$ cat src/tcw_pkg.sv
`default_nettype none
// ----------------------------------------------------------------------------
// Text console writer package
// Transaction payload types, operation codes and character constants shared
// by the console writer RTL.
// ----------------------------------------------------------------------------
package tcw_pkg;

  localparam int NUMBER_W   = 64;
  localparam int CURSOR_W   = 11;
  localparam int DEC_DIGITS = 20;

  // Operation codes carried in the func field.
  localparam logic [1:0] FUNC_WRITE_CHAR = 2'd0;
  localparam logic [1:0] FUNC_WRITE_DEC  = 2'd1;
  localparam logic [1:0] FUNC_CLEAR      = 2'd2;

  localparam logic [7:0] NEWLINE_CODE = 8'd10;
  localparam logic [7:0] SPACE_CODE   = 8'h20;
  localparam logic [7:0] DIGIT_ZERO   = 8'h30;
  localparam logic [7:0] ATTR_RESET   = 8'd7;

  typedef struct packed {
    logic [1:0]          func;
    logic [7:0]          char_code;
    logic [NUMBER_W-1:0] number;
  } cmd_t;

  typedef struct packed {
    logic [CURSOR_W-1:0] cursor_pos;
    logic                scrolled;
  } res_t;

endpackage
`default_nettype wire

$ cat src/text_console_writer.sv
// A plain character write stores its cell and moves the cursor, then shows its result. With
// the cursor at the end of the buffer a write scrolls the buffer up one row first; a clear
// sweeps every cell. A decimal write steps over each leading zero position, counts each
// printed digit by repeated subtraction and writes it, then shows the result, plus any scroll.
// One transaction at a time. Reset clears the cursor, sequencer and result valid flag, sets
// the attribute to 7, and leaves the cells undefined.
`default_nettype none
// ----------------------------------------------------------------------------
// Text console writer
// Keeps a ROWS x COLUMNS buffer of 16-bit cells and a linear cursor, and runs
// character writes, decimal number writes and screen clears under a small
// sequencer with one memory port pair and one shared compare-and-subtract unit.
// ----------------------------------------------------------------------------
module text_console_writer
  import tcw_pkg::*;
#(
  parameter int COLUMNS = 80,
  parameter int ROWS    = 25
) (
  input  wire logic       clk,
  input  wire logic       rst,
  // Configuration: text attribute register.
  input  wire logic       cfg_we,
  input  wire logic [7:0] cfg_wdata,
  // Command channel.
  input  wire logic       cmd_valid,
  output logic            cmd_ready,
  input  wire cmd_t       cmd,
  // Result channel.
  output logic            res_valid,
  input  wire logic       res_ready,
  output res_t            res
);

  // Buffer geometry. The cursor can hold the cell count itself, so it is one
  // step wider than the memory address when the count is a power of two.
  localparam int CELLS  = ROWS * COLUMNS;
  localparam int ADDR_W = $clog2(CELLS);
  localparam int CUR_W  = $clog2(CELLS + 1);
  localparam int COL_W  = (COLUMNS > 1) ? $clog2(COLUMNS) : 1;

  localparam logic [CUR_W-1:0] CELL_N      = CUR_W'(CELLS);
  localparam logic [CUR_W-1:0] CELL_LAST   = CUR_W'(CELLS - 1);
  localparam logic [CUR_W-1:0] COLS_N      = CUR_W'(COLUMNS);
  localparam logic [CUR_W-1:0] LAST_ROW    = CUR_W'(CELLS - COLUMNS);
  localparam logic [COL_W-1:0] COL_LAST    = COL_W'(COLUMNS - 1);

  // Sequencer states.
  localparam logic [2:0] S_IDLE   = 3'd0;
  localparam logic [2:0] S_PUT    = 3'd1;
  localparam logic [2:0] S_COPY   = 3'd2;
  localparam logic [2:0] S_FILL   = 3'd3;
  localparam logic [2:0] S_CLEAR  = 3'd4;
  localparam logic [2:0] S_DIV    = 3'd5;
  localparam logic [2:0] S_EMIT   = 3'd6;
  localparam logic [2:0] S_DONE   = 3'd7;

  // Powers of ten for the decimal digit positions, lowest position first.
  function automatic logic [NUMBER_W-1:0] pow10(input logic [4:0] idx);
    case (idx)
      5'd0:    pow10 = 64'd1;
      5'd1:    pow10 = 64'd10;
      5'd2:    pow10 = 64'd100;
      5'd3:    pow10 = 64'd1_000;
      5'd4:    pow10 = 64'd10_000;
      5'd5:    pow10 = 64'd100_000;
      5'd6:    pow10 = 64'd1_000_000;
      5'd7:    pow10 = 64'd10_000_000;
      5'd8:    pow10 = 64'd100_000_000;
      5'd9:    pow10 = 64'd1_000_000_000;
      5'd10:   pow10 = 64'd10_000_000_000;
      5'd11:   pow10 = 64'd100_000_000_000;
      5'd12:   pow10 = 64'd1_000_000_000_000;
      5'd13:   pow10 = 64'd10_000_000_000_000;
      5'd14:   pow10 = 64'd100_000_000_000_000;
      5'd15:   pow10 = 64'd1_000_000_000_000_000;
      5'd16:   pow10 = 64'd10_000_000_000_000_000;
      5'd17:   pow10 = 64'd100_000_000_000_000_000;
      5'd18:   pow10 = 64'd1_000_000_000_000_000_000;
      5'd19:   pow10 = 64'd10_000_000_000_000_000_000;
      default: pow10 = 64'd1;
    endcase
  endfunction

  logic [2:0]       state;
  logic [7:0]       attr;
  logic [CUR_W-1:0] cursor;
  logic [COL_W-1:0] col;          // cursor modulo COLUMNS, kept alongside the cursor
  logic [CUR_W-1:0] ptr;          // walking address for scroll and clear sweeps
  logic             pend_valid;   // a copied cell waits to be written
  logic [ADDR_W-1:0] pend_addr;
  logic [7:0]       ch;           // character being written
  logic             is_dec;       // the character comes from a decimal write
  logic             scrolled;

  // Decimal conversion: one digit position at a time, most significant first,
  // by repeated compare and subtract against that position's power of ten.
  logic [NUMBER_W-1:0] dval;
  logic [4:0]          pidx;
  logic [3:0]          digit;
  logic                lead_seen;   // a digit of the number has been printed
  logic [NUMBER_W-1:0] pow;
  logic [NUMBER_W:0]   diff;

  // Cell buffer with one write port and one registered read port.
  logic [15:0]       mem [CELLS];
  logic [15:0]       rd_data;
  logic [ADDR_W-1:0] rd_addr;
  logic              mem_we;
  logic [ADDR_W-1:0] mem_waddr;
  logic [15:0]       mem_wdata;

  logic [31:0] cursor_ext;

  assign cmd_ready = (state == S_IDLE);
  assign rd_addr   = ptr[ADDR_W-1:0];
  assign cursor_ext = 32'(cursor);

  // The shared unit: the borrow out of the subtraction tells whether the
  // power of ten still fits into what is left of the number.
  assign pow  = pow10(pidx);
  assign diff = {1'b0, dval} - {1'b0, pow};

  // Memory write selection. A pending copy from the previous cycle has the
  // port first; otherwise sweeps write spaces and a character write stores
  // its cell at the cursor.
  always_comb begin
    mem_we    = 1'b0;
    mem_waddr = cursor[ADDR_W-1:0];
    mem_wdata = {attr, ch};
    if (pend_valid) begin
      mem_we    = 1'b1;
      mem_waddr = pend_addr;
      mem_wdata = rd_data;
    end else if (state == S_FILL || state == S_CLEAR) begin
      mem_we    = 1'b1;
      mem_waddr = ptr[ADDR_W-1:0];
      mem_wdata = {attr, SPACE_CODE};
    end else if (state == S_PUT && cursor != CELL_N && ch != NEWLINE_CODE) begin
      mem_we = 1'b1;
    end
  end

  always_ff @(posedge clk) begin
    if (mem_we) begin
      mem[mem_waddr] <= mem_wdata;
    end
    rd_data <= mem[rd_addr];
  end

  always_ff @(posedge clk) begin
    if (rst) begin
      attr <= ATTR_RESET;
    end else if (cfg_we) begin
      attr <= cfg_wdata;
    end
  end

  always_ff @(posedge clk) begin
    if (rst) begin
      state      <= S_IDLE;
      cursor     <= '0;
      col        <= '0;
      pend_valid <= 1'b0;
      res_valid  <= 1'b0;
    end else begin
      // In S_DONE the output register is reloaded or kept below.
      if (res_valid && res_ready && state != S_DONE) begin
        res_valid <= 1'b0;
      end

      case (state)
        S_IDLE: begin
          if (cmd_valid) begin
            scrolled <= 1'b0;
            ch       <= cmd.char_code;
            is_dec   <= (cmd.func == FUNC_WRITE_DEC);
            case (cmd.func)
              FUNC_WRITE_CHAR: begin
                state <= S_PUT;
              end
              FUNC_WRITE_DEC: begin
                // Zero falls out of the walk as a single '0' at the lowest position.
                dval      <= cmd.number;
                pidx      <= 5'(DEC_DIGITS - 1);
                digit     <= 4'd0;
                lead_seen <= 1'b0;
                state     <= S_DIV;
              end
              FUNC_CLEAR: begin
                ptr   <= '0;
                state <= S_CLEAR;
              end
              default: begin
                state <= S_DONE;
              end
            endcase
          end
        end

        S_DIV: begin
          if (!diff[NUMBER_W]) begin
            // The power still fits: take it off and count one more.
            dval  <= diff[NUMBER_W-1:0];
            digit <= digit + 4'd1;
          end else if (digit != 4'd0 || lead_seen || pidx == 5'd0) begin
            ch        <= DIGIT_ZERO + {4'd0, digit};
            lead_seen <= 1'b1;
            state     <= S_PUT;
          end else begin
            // Leading zero: nothing is printed for this position.
            pidx <= pidx - 5'd1;
          end
        end

        S_EMIT: begin
          // Step down to the next digit position once a digit has been stored.
          if (pidx == 5'd0) begin
            state <= S_DONE;
          end else begin
            pidx  <= pidx - 5'd1;
            digit <= 4'd0;
            state <= S_DIV;
          end
        end

        S_PUT: begin
          if (cursor == CELL_N) begin
            // Cursor sits past the last cell: scroll up one row first.
            ptr   <= COLS_N;
            state <= S_COPY;
          end else begin
            if (ch == NEWLINE_CODE) begin
              cursor <= cursor - CUR_W'(col) + COLS_N;
              col    <= '0;
            end else begin
              cursor <= cursor + CUR_W'(1);
              col    <= (col == COL_LAST) ? '0 : col + COL_W'(1);
            end
            state <= is_dec ? S_EMIT : S_DONE;
          end
        end

        S_COPY: begin
          // Read one cell per cycle; its write to the row above lands in the
          // following cycle.
          if (ptr != CELL_N) begin
            pend_valid <= 1'b1;
            pend_addr  <= ADDR_W'(ptr - COLS_N);
            ptr        <= ptr + CUR_W'(1);
          end else begin
            pend_valid <= 1'b0;
            ptr        <= LAST_ROW;
            state      <= S_FILL;
          end
        end

        S_FILL: begin
          if (ptr == CELL_LAST) begin
            cursor   <= LAST_ROW;
            scrolled <= 1'b1;
            state    <= S_PUT;
          end else begin
            ptr <= ptr + CUR_W'(1);
          end
        end

        S_CLEAR: begin
          if (ptr == CELL_LAST) begin
            cursor <= '0;
            col    <= '0;
            state  <= S_DONE;
          end else begin
            ptr <= ptr + CUR_W'(1);
          end
        end

        S_DONE: begin
          // Hold the finished result until the output register is free.
          if (!res_valid || res_ready) begin
            res.cursor_pos <= cursor_ext[CURSOR_W-1:0];
            res.scrolled   <= scrolled;
            res_valid      <= 1'b1;
            state          <= S_IDLE;
          end
        end

        default: begin
          state <= S_IDLE;
        end
      endcase
    end
  end

endmodule
`default_nettype wire

$ cat config.mk
export PLATFORM = sky130hd
export DESIGN_NAME = text_console_writer
export DESIGN_NICKNAME = d
export VERILOG_FILES = /design/src/tcw_pkg.sv /design/src/text_console_writer.sv
export SDC_FILE = /design/constraint.sdc
export NUM_CORES = 1
export LEC_CHECK = 0
export ABC_CLOCK_PERIOD_IN_PS = 6650
export CORE_ASPECT_RATIO = 0.6
export CORE_MARGIN = 1
export CORE_UTILIZATION = 25
export CTS_CLUSTER_DIAMETER = 100
export CTS_CLUSTER_SIZE = 28
export DETAILED_ROUTE_END_ITERATION = 7
export DONT_BUFFER_PORTS = 1
export GPL_TIMING_DRIVEN = 0
export PLACE_DENSITY_LB_ADDON = 0.1
export SLEW_MARGIN = 25
export SYNTH_ARGS = -nofsm -noshare
export SYNTH_HDL_FRONTEND = slang
export SYNTH_SLANG_ARGS = --single-unit
$ cat constraint.sdc
create_clock -name clk -period 6.65 [get_ports clk]
set_input_delay 0.9975 -clock clk [delete_from_list [all_inputs] [get_ports clk]]
set_output_delay 0.9975 -clock clk [all_outputs]
set_load 0.005 [all_outputs]
=== After elaboration in Yosys (flattened, before gate mapping) ===
Memory sizes are Yosys's and may differ from the RTL's. A register that Yosys moved wholly into a read port is not among the register bits.
Index checks and enable logic that the tools add are counted.

* Add/subtract/negate cells: 9
* Equal/unequal tests: 30
* Mux-type cells: 59
* Bitwise logic cells: 1
* Reductions and logical operators: 29

{| class="wikitable"
|+ Operator list
! operator !! count
|-
| two-way mux 64 bit || 3
|-
| one-hot mux 64 bit (2 select lines) || 1
|-
| two-way mux 11 bit || 9
|-
| subtractor 64 x 64 -> 65 bit || 1
|-
| one-hot mux 11 bit (4 select lines) || 1
|-
| one-hot mux 11 bit (3 select lines) || 1
|-
| two-way mux 5 bit || 6
|-
| two-way mux 7 bit || 4
|-
| two-way mux 3 bit || 8
|-
| two-way mux 8 bit || 3
|-
| one-hot mux 3 bit (8 select lines) || 1
|-
| adder 11 x 1 -> 11 bit, second input constant || 2
|-
| equality test 11 bit, second input constant || 2
|-
| != test 2 bit, second input constant || 10
|-
| AND reduction 6 bit || 3
|-
| two-way mux 4 bit || 4
|-
| one-hot mux 8 bit (2 select lines) || 1
|-
| one-hot mux 5 bit (3 select lines) || 1
|-
| one-hot mux 7 bit (2 select lines) || 1
|-
| AND reduction 7 bit || 2
|-
| equality test 3 bit, second input constant || 4
|-
| one-hot mux 4 bit (3 select lines) || 1
|-
| adder 11 x 7 -> 11 bit, second input constant || 1
|-
| != test 11 bit, second input constant || 1
|-
| 31 further kinds || 57
|}

* Bits in registers: 129
* Memory bits (read-only): 1,888
* Input bits: 87
* Output and inout bits: 14
* Logic and storage cells: 143
* Memories kept: 1

{| class="wikitable"
|+ Memories
! name !! words !! bits a word !! rd ports !! clocked after Yosys merged registers in !! write ports !! line !! text
|-
| (name not given) || 32 || 59 || 1 || 1 || 0 || text_console_writer.sv:60 || <nowiki>case (idx)</nowiki>
|}

=== Logic depth before layout (Yosys ltp) ===
Gate-level depths: netlist (run 1).

* Word-level depth: 7
* Depth in mapped cells: 20
* Depth with buffers taken out: 17

=== Worst setup path before layout (run 1) ===
Ideal clock, no wire load.

* Path kind: reg2reg
* Start: register dval[0]
* End: register dval[0], enable pin
* Arrival: 4.918 ns
* Data required time: 6.164 ns
* Path slack: 1.246 ns
* Stages on the path, launching flop included: 13
* Path buffers: 0
* Period minus slack after synthesis: 5.404 ns
* Cell sequence: edfxtp_1 inv_1 ha_1 fa_1 nor2b_1 o211ai_1 a31oi_1 nand4_1 a21oi_1 o2111ai_1 o21ai_0 a21boi_0 nor2_1

* Cells in the longest elaborated chain, start to end: 3

{| class="wikitable"
|+ Ends and longest elaborated chain
! what !! line !! text
|-
| start: declaration || text_console_writer.sv:98 || <nowiki>logic [NUMBER_W-1:0] dval;</nowiki>
|-
| start signal: assignment || text_console_writer.sv:184 || <nowiki>dval <= cmd.number;</nowiki>
|-
| start signal: assignment || text_console_writer.sv:204 || <nowiki>dval <= diff[NUMBER_W-1:0];</nowiki>
|-
| subtractor 64 x 64 -> 65 bit || text_console_writer.sv:122 || <nowiki>assign diff = {1'b0, dval} - {1'b0, pow};</nowiki>
|-
| != test 2 bit (no line) || -- ||
|-
| AND reduction 5 bit (no line) || -- ||
|}

No other way between the ends.
A chain may end at the register's enable or synchronous reset.

=== Worst setup path in the final report (run 1) ===
* Start: register dval[37]
* End: register pow[23] (netlist name)

* Cells in the longest elaborated chain, start to end: 4

{| class="wikitable"
|+ Ends and longest elaborated chain
! what !! line
|-
| subtractor 64 x 64 -> 65 bit || text_console_writer.sv:122
|-
| != test 2 bit (no line) || --
|-
| AND reduction 7 bit (no line) || --
|-
| two-way mux 5 bit (no line) || --
|}

No other way between the ends.

==> metrics.txt, run 1 <==
mean routed wirelength per cell=between 15 and 20 um; Max-cap violations=0; GRT Overall Usage=between 10% and 20%; Power Density=338.2 nW/um^2; Fin Setup TNS=0 ns; first-pass GRT wire length=approximately 60 mm; layout cells sized above 1=roughly 5.4%; Critical Path Fanout Max=13; worst endpoint required time=6.91 ns; Hold Vio Cnt, Final=0; Max H-tree Level=4; clk slew on worst S/H paths=around 0.08 ns; asr flop ratio synth=0%; Core Area=between 40000 and 50000 sq um; max-slew violations=0; DRT iter0 DRCs=approximately 750; Post-route DRC=0; Mean Syn Cell Area=approximately 8.7 sq um; I/O pins=around 100; Data arrival, critical path=a little under 6 ns; critical path type=reg2reg; P&R area growth vs syn=12.65%; Final setup viols=0; Antenna Cells=0; Root Buffer=clkbuf_16; DRT Pass-1 Iters=5; Initial Util=approximately 25%; Num CTS Buffers=17; Leakage Power=about 5 nW; chip height=~170 um; Hold Crit Class=reg2reg; Post-synth EDFFs=between 100 and 150; largest buffer count on any clock path=2; Synth area leaders=edfxtp_1 (27%), dfxtp_1 (13%), ha_1 (9.9%), nand2_1 (5.6%), o21ai_0 (5.3%); dpl hpwl=~31 mm; Startpoint Class=register; Mapped Cells=~1.4k; Skew-Pair Late Insertion Delay=about 0.45 ns; area leader, netlist=edfxtp_1; Synth Cell Area=about 12000 sq um; vias in the first global route=roughly 9.6k; Vias/cell=~4.8; synth warn=0; GRT Residual Overflow=0; status=finished clean; Detail Route Antenna Nets=0; # placed instances=roughly 2.0k; period utilisation layout=82.77%; # nets final=around 1.6k; Seq/Total Area, Yosys=between 30 and 40%; Synth top area share=between 20% and 30%; largest net degree at the start of global routing=21; total power=about 4.6 mW; # rows=62; clk sinks=between 150 and 200; post-synth net total=about 1.6k; Hold-fix buffers, CTS=0; Slew headroom=between 40 and 50%; unrepaired setup endpoints after global routing=false; Fmax achieved=181.7 MHz; worst-margin pin slew=0.8869 ns; initial antenna violation count=1; synthesis-stage register bit count=about 180; top_reg_cell synth=edfxtp_1; Synth cell types=between 70 and 80; final non-filler cell total=between 2k and 2.5k; Port-buffer cells=0; CTS tree=built; Die Area=around 49000 sq um; min cycle time layout=about 5.5 ns; Critical Path End Type=register; DRT Wirelength=just under 40 mm; GPL Wtd Cong=~0.85; Post-CTS Setup Inserts=0; post-CTS sizing=0; clock skew=0.01963 ns; Die W=roughly 290 um; FILL cells=5118; vias=between 9k and 10k; Max VDD drop=0.1917 mV
[layer usage]
metal | global-route usage (%) | vias to the layer above | part of all wire (%) | wire length, um
met1 | 27.38 | 4681 | 59 | 23090
li1 | - | 5028 | - | -
met3 | 2.704 | 10 | 4.5 | 1755
met5 | 0 | - | 0 | 0
met4 | 3.142 | 0 | 0.58 | 225
met2 | 19.35 | 206 | 35 | 13740
[worst paths after layout]
| path | start | depth (start not counted) | slack, ns | end |
|---|---|---|---|---|
| worst max register to register | dval[37] | 15 | 1.15 | pow[23] |
| worst max-delay path | dval[37] | 15 | 1.15 | pow[23] |
| worst min register to register | scrolled | 0 | 0.45 | res[0] |
| worst min-delay path | scrolled | 0 | 0.45 | res[0] |
[cells in the mapped netlist, types with 4 or more instances]
master / count
xnor2_1: 56
xor2_1: 34
a21boi_0: 8
o21ai_0: 128
nor2b_1: 22
o21ai_1: 4
a211oi_1: 11
buf_2: 8
ha_1: 96
o31ai_1: 6
a21oi_1: 115
a22oi_1: 4
nor3_1: 29
nand2b_1: 11
a221oi_1: 6
mux2_2: 4
nand4_1: 17
dfxtp_1: 76
o22ai_1: 11
o21a_1: 12
edfxtp_1: 107
a31oi_1: 9
nor2_1: 100
inv_1: 109
o21bai_1: 16
a21o_1: 31
and2_1: 7
mux2i_1: 9
and3_1: 13
o211ai_1: 6
nand3_1: 34
nand2_1: 181
nor4_1: 6
or2_1: 4
clkbuf_1: 39
[logic make-up (layout without fill, tap and decap cells)]
family / count (synthesis) / in the layout / share of synthesized area (%)
multiplexers: 15 / 15 / 1.414
adder cells (fa/ha/maj): 98 / 98 / 10.24
XOR/XNOR: 90 / 90 / 6.502
AO/OA/AOI/OAI: 399 / 399 / 20.14
AND/OR/NAND/NOR: 450 / 450 / 17.22
buffers and inverters: 165 / 202 / 5.439
flip-flops: 183 / 183 / 39.05
[metrics by stage]
step	hold WS [ns]	util [%]	setup WS (ns)	area [sq um]
floorplan	0.4003	-	1.246	12120
global placement	0.4259	27.00	-2.069	12920
detailed placement	0.4421	27.26	1.185	13050
CTS	0.4615	28.53	1.122	13650
global route	0.4699	28.53	0.7719	13660
finish	0.4529	28.53	1.146	13660
[flip-flops by register name (all words and copies together) (netlist names), 3 cells and up]
signal	count
pow	54
state	3
pidx	5
cursor	11
col	7
ch	8
dval	64
digit	4
res	12
ptr	11
[worst max-delay path, cell delays in order, from the launching register on]
cell      delay (ns)
edfxtp_1        0.42
ha_1            0.39
and2_1          0.34
nand4_1         0.23
nor3_1          0.56
nand3_1         0.21
a21oi_1         0.50
or2_1           0.19
buf_6           0.13
a21oi_4         0.10
mux2i_2         0.73
inv_1           0.38
ha_1            0.38
clkbuf_1        0.31
a21oi_1         0.21
o221ai_1        0.20
[layout by cell type, fill, tap and decap left out, types with 5 or more instances in the layout]
| cell type | n |
|---|---|
| clkbuf_16 | 19 |
| nor2b_1 | 22 |
| and3_1 | 13 |
| nand2_1 | 181 |
| a21oi_1 | 115 |
| o211ai_1 | 6 |
| o21bai_1 | 16 |
| o21ai_1 | 5 |
| nand2b_1 | 11 |
| mux2i_1 | 9 |
| a21o_1 | 31 |
| nand4_1 | 17 |
| and2_1 | 7 |
| xnor2_1 | 56 |
| o31ai_1 | 6 |
| inv_1 | 109 |
| o21a_1 | 12 |
| buf_2 | 8 |
| dfxtp_1 | 76 |
| xor2_1 | 34 |
| o21ai_0 | 127 |
| clkbuf_1 | 39 |
| nor2_1 | 98 |
| a31oi_1 | 9 |
| nor4_1 | 6 |
| o22ai_1 | 11 |
| nand3_1 | 34 |
| nor3_1 | 29 |
| a21boi_0 | 8 |
| edfxtp_1 | 107 |
| ha_1 | 96 |
| a211oi_1 | 10 |
| a221oi_1 | 6 |
[area by class of cell]
type	count	area, sq um	share of cell area, %
flip-flops and latches	183	4735	34.67
inverters	110	412.9	3.023
multi-input cells	1052	6744	49.38
clock buffers	21	503.0	3.683
plain buffers	55	246.5	1.805
well taps	640	800.8	5.864
clock inverters	11	105.1	0.7696
repair buffers	5	110.1	0.8062
[where the power goes]
part	leakage [nW]	internal, mW	switching (mW)	total [mW]
combinational	3.25	0.718	1.29	2.01
sequential	1.60	1.42	0.103	1.53
clock	0.296	0.587	0.493	1.08
(Power assumes the default switching activity.)
==> inputs of run 2 (changes only) <==
--- a/config.mk
+++ b/config.mk
@@ -5,7 +5,8 @@
 export SDC_FILE = /design/constraint.sdc
 export NUM_CORES = 1
 export LEC_CHECK = 0
-export ABC_CLOCK_PERIOD_IN_PS = 6650
+export ABC_AREA = 1
+export ABC_CLOCK_PERIOD_IN_PS = 4400
 export CORE_ASPECT_RATIO = 0.6
 export CORE_MARGIN = 1
 export CORE_UTILIZATION = 25
==> constraint.sdc (replaced) <==
create_clock -name clk -period 4.4 [get_ports clk]
set_input_delay 0.66 -clock clk [delete_from_list [all_inputs] [get_ports clk]]
set_output_delay 0.66 -clock clk [all_outputs]
set_load 0.005 [all_outputs]
==> metrics.txt, run 2 <==
Mapped Cells=between 1.5k and 2k; Core Area=between 50000 and 60000 sq um; largest buffer count on any clock path=2; period utilisation layout=roughly 96%; dpl hpwl=42.72 mm; GRT Residual Overflow=0; Seq/Total Area, Yosys=roughly 36%; Die Area=roughly 53000 sq um; Detail Route Antenna Nets=0; max incr delay on CP=~0.42 ns; Port-buffer cells=0; WHS Path Cells=1; first-pass GRT wire length=74.20 mm; clock skew=0.02237 ns; Max VDD drop=around 0.32 mV; Largest Register=dval; DRT iter0 DRCs=around 1.2k; mean routed wirelength per cell=~20 um; critical path type=reg2reg; Slew headroom=between 30 and 40%; Synth Cell Area=~13000 sq um; initial antenna violation count=3; most common cell in the netlist=nand2_1; commonest non-fill, non-tap cell in the layout=nand2_1; crit-path cells=inv_1, ha_1, nand2_1, inv_1, nand2_1, nor3_2, nand2_1, nor2_1, nand2_2, nand2_2, nand2_4, nand2_4, nand2_1, nand2_2, inv_1, ha_1, nand3_1, nand2_1, nand3_1, nand3_1; Critical Path Fanout Max=8; Post-synth EDFFs=~110; Hold Vio Cnt, Final=0; min cycle time layout=between 4 and 5 ns; Synth cell types=54; clk slew on worst S/H paths=0.07 ns; DRT Pass-1 Iters=5; # rows=64; crit-path most repeated cell=nand2_1; GRT Overall Usage=between 10% and 20%; Largest delay share family, worst path=simple AND/OR/NAND/NOR gates; CTS tree=built; Synth top area share=between 20% and 30%; Max H-tree Level=4; max FFs per register=64; I/O pins=between 100 and 150; chip height=between 150 and 200 um; Data arrival, critical path=4.53 ns; P&R area growth vs syn=12.08%; DRT Wirelength=51.35 mm; clk sinks=183; Vias/cell=a little under 5; synthesis-stage register bit count=approximately 180; Hold Crit Class=in2reg; Startpoint Class=register; Root Buffer=clkbuf_16; Post-CTS Setup Inserts=0; Leakage Power=between 6 and 7 nW; Final setup viols=0; reg2reg path depth=20; top_reg_cell synth=edfxtp_1; GPL Wtd Cong=between 0.9 and 1; Skew-Pair Late Insertion Delay=~0.48 ns; vias in the first global route=between 10k and 15k; area leader, netlist=edfxtp_1; worst endpoint required time=4.68 ns; Critical Path End Type=register; largest net degree at the start of global routing=36; Die W=between 200 and 300 um; max-slew violations=0; CP max-delay cell=ha_1; Fin Setup TNS=0 ns; synth warn=0; pre-CTS WS=approximately 0.13 ns; worst-margin pin slew=a little over 1 ns; layout cells sized above 1=5.940%; Fmax achieved=around 240 MHz; Synth area leaders=edfxtp_1 (25%), nand2_1 (13%), dfxtp_1 (12%), ha_1 (9.2%), inv_1 (7.9%); Mean Syn Cell Area=approximately 7 sq um; Synth top cells by count=nand2_1 (453), inv_1 (274), nor2_1 (170); vias=12.25k; Max-cap violations=0; Core Util, Final=~29%; Antenna Cells=0; Num CTS Buffers=17; Final WS setup=about 0.16 ns; Hold-fix buffers, CTS=0; status=finished clean; Hold WS=about 0.28 ns; Critical path buffers and inverters=3; post-CTS sizing=0; unrepaired setup endpoints after global routing=false; # nets final=2024; Worst path depth=20; Power Density=634.1 nW/um^2; most frequent cells in the layout=nand2_1 (451), inv_1 (273), nor2_1 (170); asr flop ratio synth=0%; Post-route DRC=0; Initial Util=25.49%; post-synth net total=~2k
[run 2: changes by cell type in the layout (fill, tap and decap cells not counted), moves of 13 or more]
cell / change
a21oi_1: +18
nor2_1: +72
a21o_1: -22
inv_1: +164
nand3_1: +81
xnor2_1: -34
nand2_2: +13
nand2_1: +270
clkbuf_1: -24
nor2b_1: -22
or2_2: +19
[run 2: final timing paths]
check	slack [ns]	startpoint	to
worst max-delay path	0.16	pow[59]	pow[19]
worst min-delay path	0.28	rst	cursor[10]
worst max register to register	0.16	pow[59]	pow[19]
worst min register to register	0.44	scrolled	res[0]
[run 2: worst register-to-register path, cell delays in order (launching register included)]
cell and delay (ns):
dfxtp_1 0.36, inv_1 0.18, ha_1 0.41, nand2_1 0.12, inv_1 0.16, nand2_1 0.20, nor3_2 0.33, nand2_1 0.24
nor2_1 0.17, nand2_2 0.07, nand2_2 0.13, nand2_4 0.12, nand2_4 0.12, nand2_1 0.07, nand2_2 0.19, inv_1 0.19
ha_1 0.42, nand3_1 0.24, nand2_1 0.08, nand3_1 0.07, nand3_1 0.20
[run 2: area by class of cell]
cell class | instances | area (sq um)
fillers | 5630 | 36670
repair buffers | 4 | 45.04
plain buffers | 23 | 117.6
flip-flops and latches | 183 | 4735
clock inverters | 5 | 40.04
inverters | 282 | 1064
well taps | 693 | 867.1
clock buffers | 27 | 599.3
multi-input cells | 1328 | 7196
[run 2: metal layers]
layer / part of all wire [%] / GRT usage [%] / vias up
met2: 34 / 22.31 / 379
met1: 59 / 33.78 / 5849
li1: - / - / 6016
met5: 0 / 0 / -
met3: 7.2 / 4.035 / 9
met4: 0.39 / 2.341 / 0
[run 2: kinds of logic after synthesis]
family                     share of synthesized area, %
AOI/OAI and AO/OA                                 13.84
adders and majority gates                         9.487
buffers and inverters                             9.009
DFF                                               36.19
xor gates and xnor gates                          3.213
and+or+nand+nor                                   28.26
[run 2: report_power, final]
group          internal (mW)  switching (mW)
Sequential              2.26           0.195
Combinational           1.49            3.64
Clock                  0.947           0.764
Total                   4.70            4.60
[run 2: per-stage QoR]
| stage | total power [mW] | instances | area (sq um) |
|---|---|---|---|
| after global placement | 7.493 | 2509 | 13950 |
| after global routing | 9.967 | 2545 | 14660 |
| after detailed placement | 7.471 | 2513 | 14010 |
| after CTS | 9.218 | 2545 | 14650 |
| final | 9.297 | 2545 | 14660 |
| after floorplan | 5.747 | 1816 | 13080 |
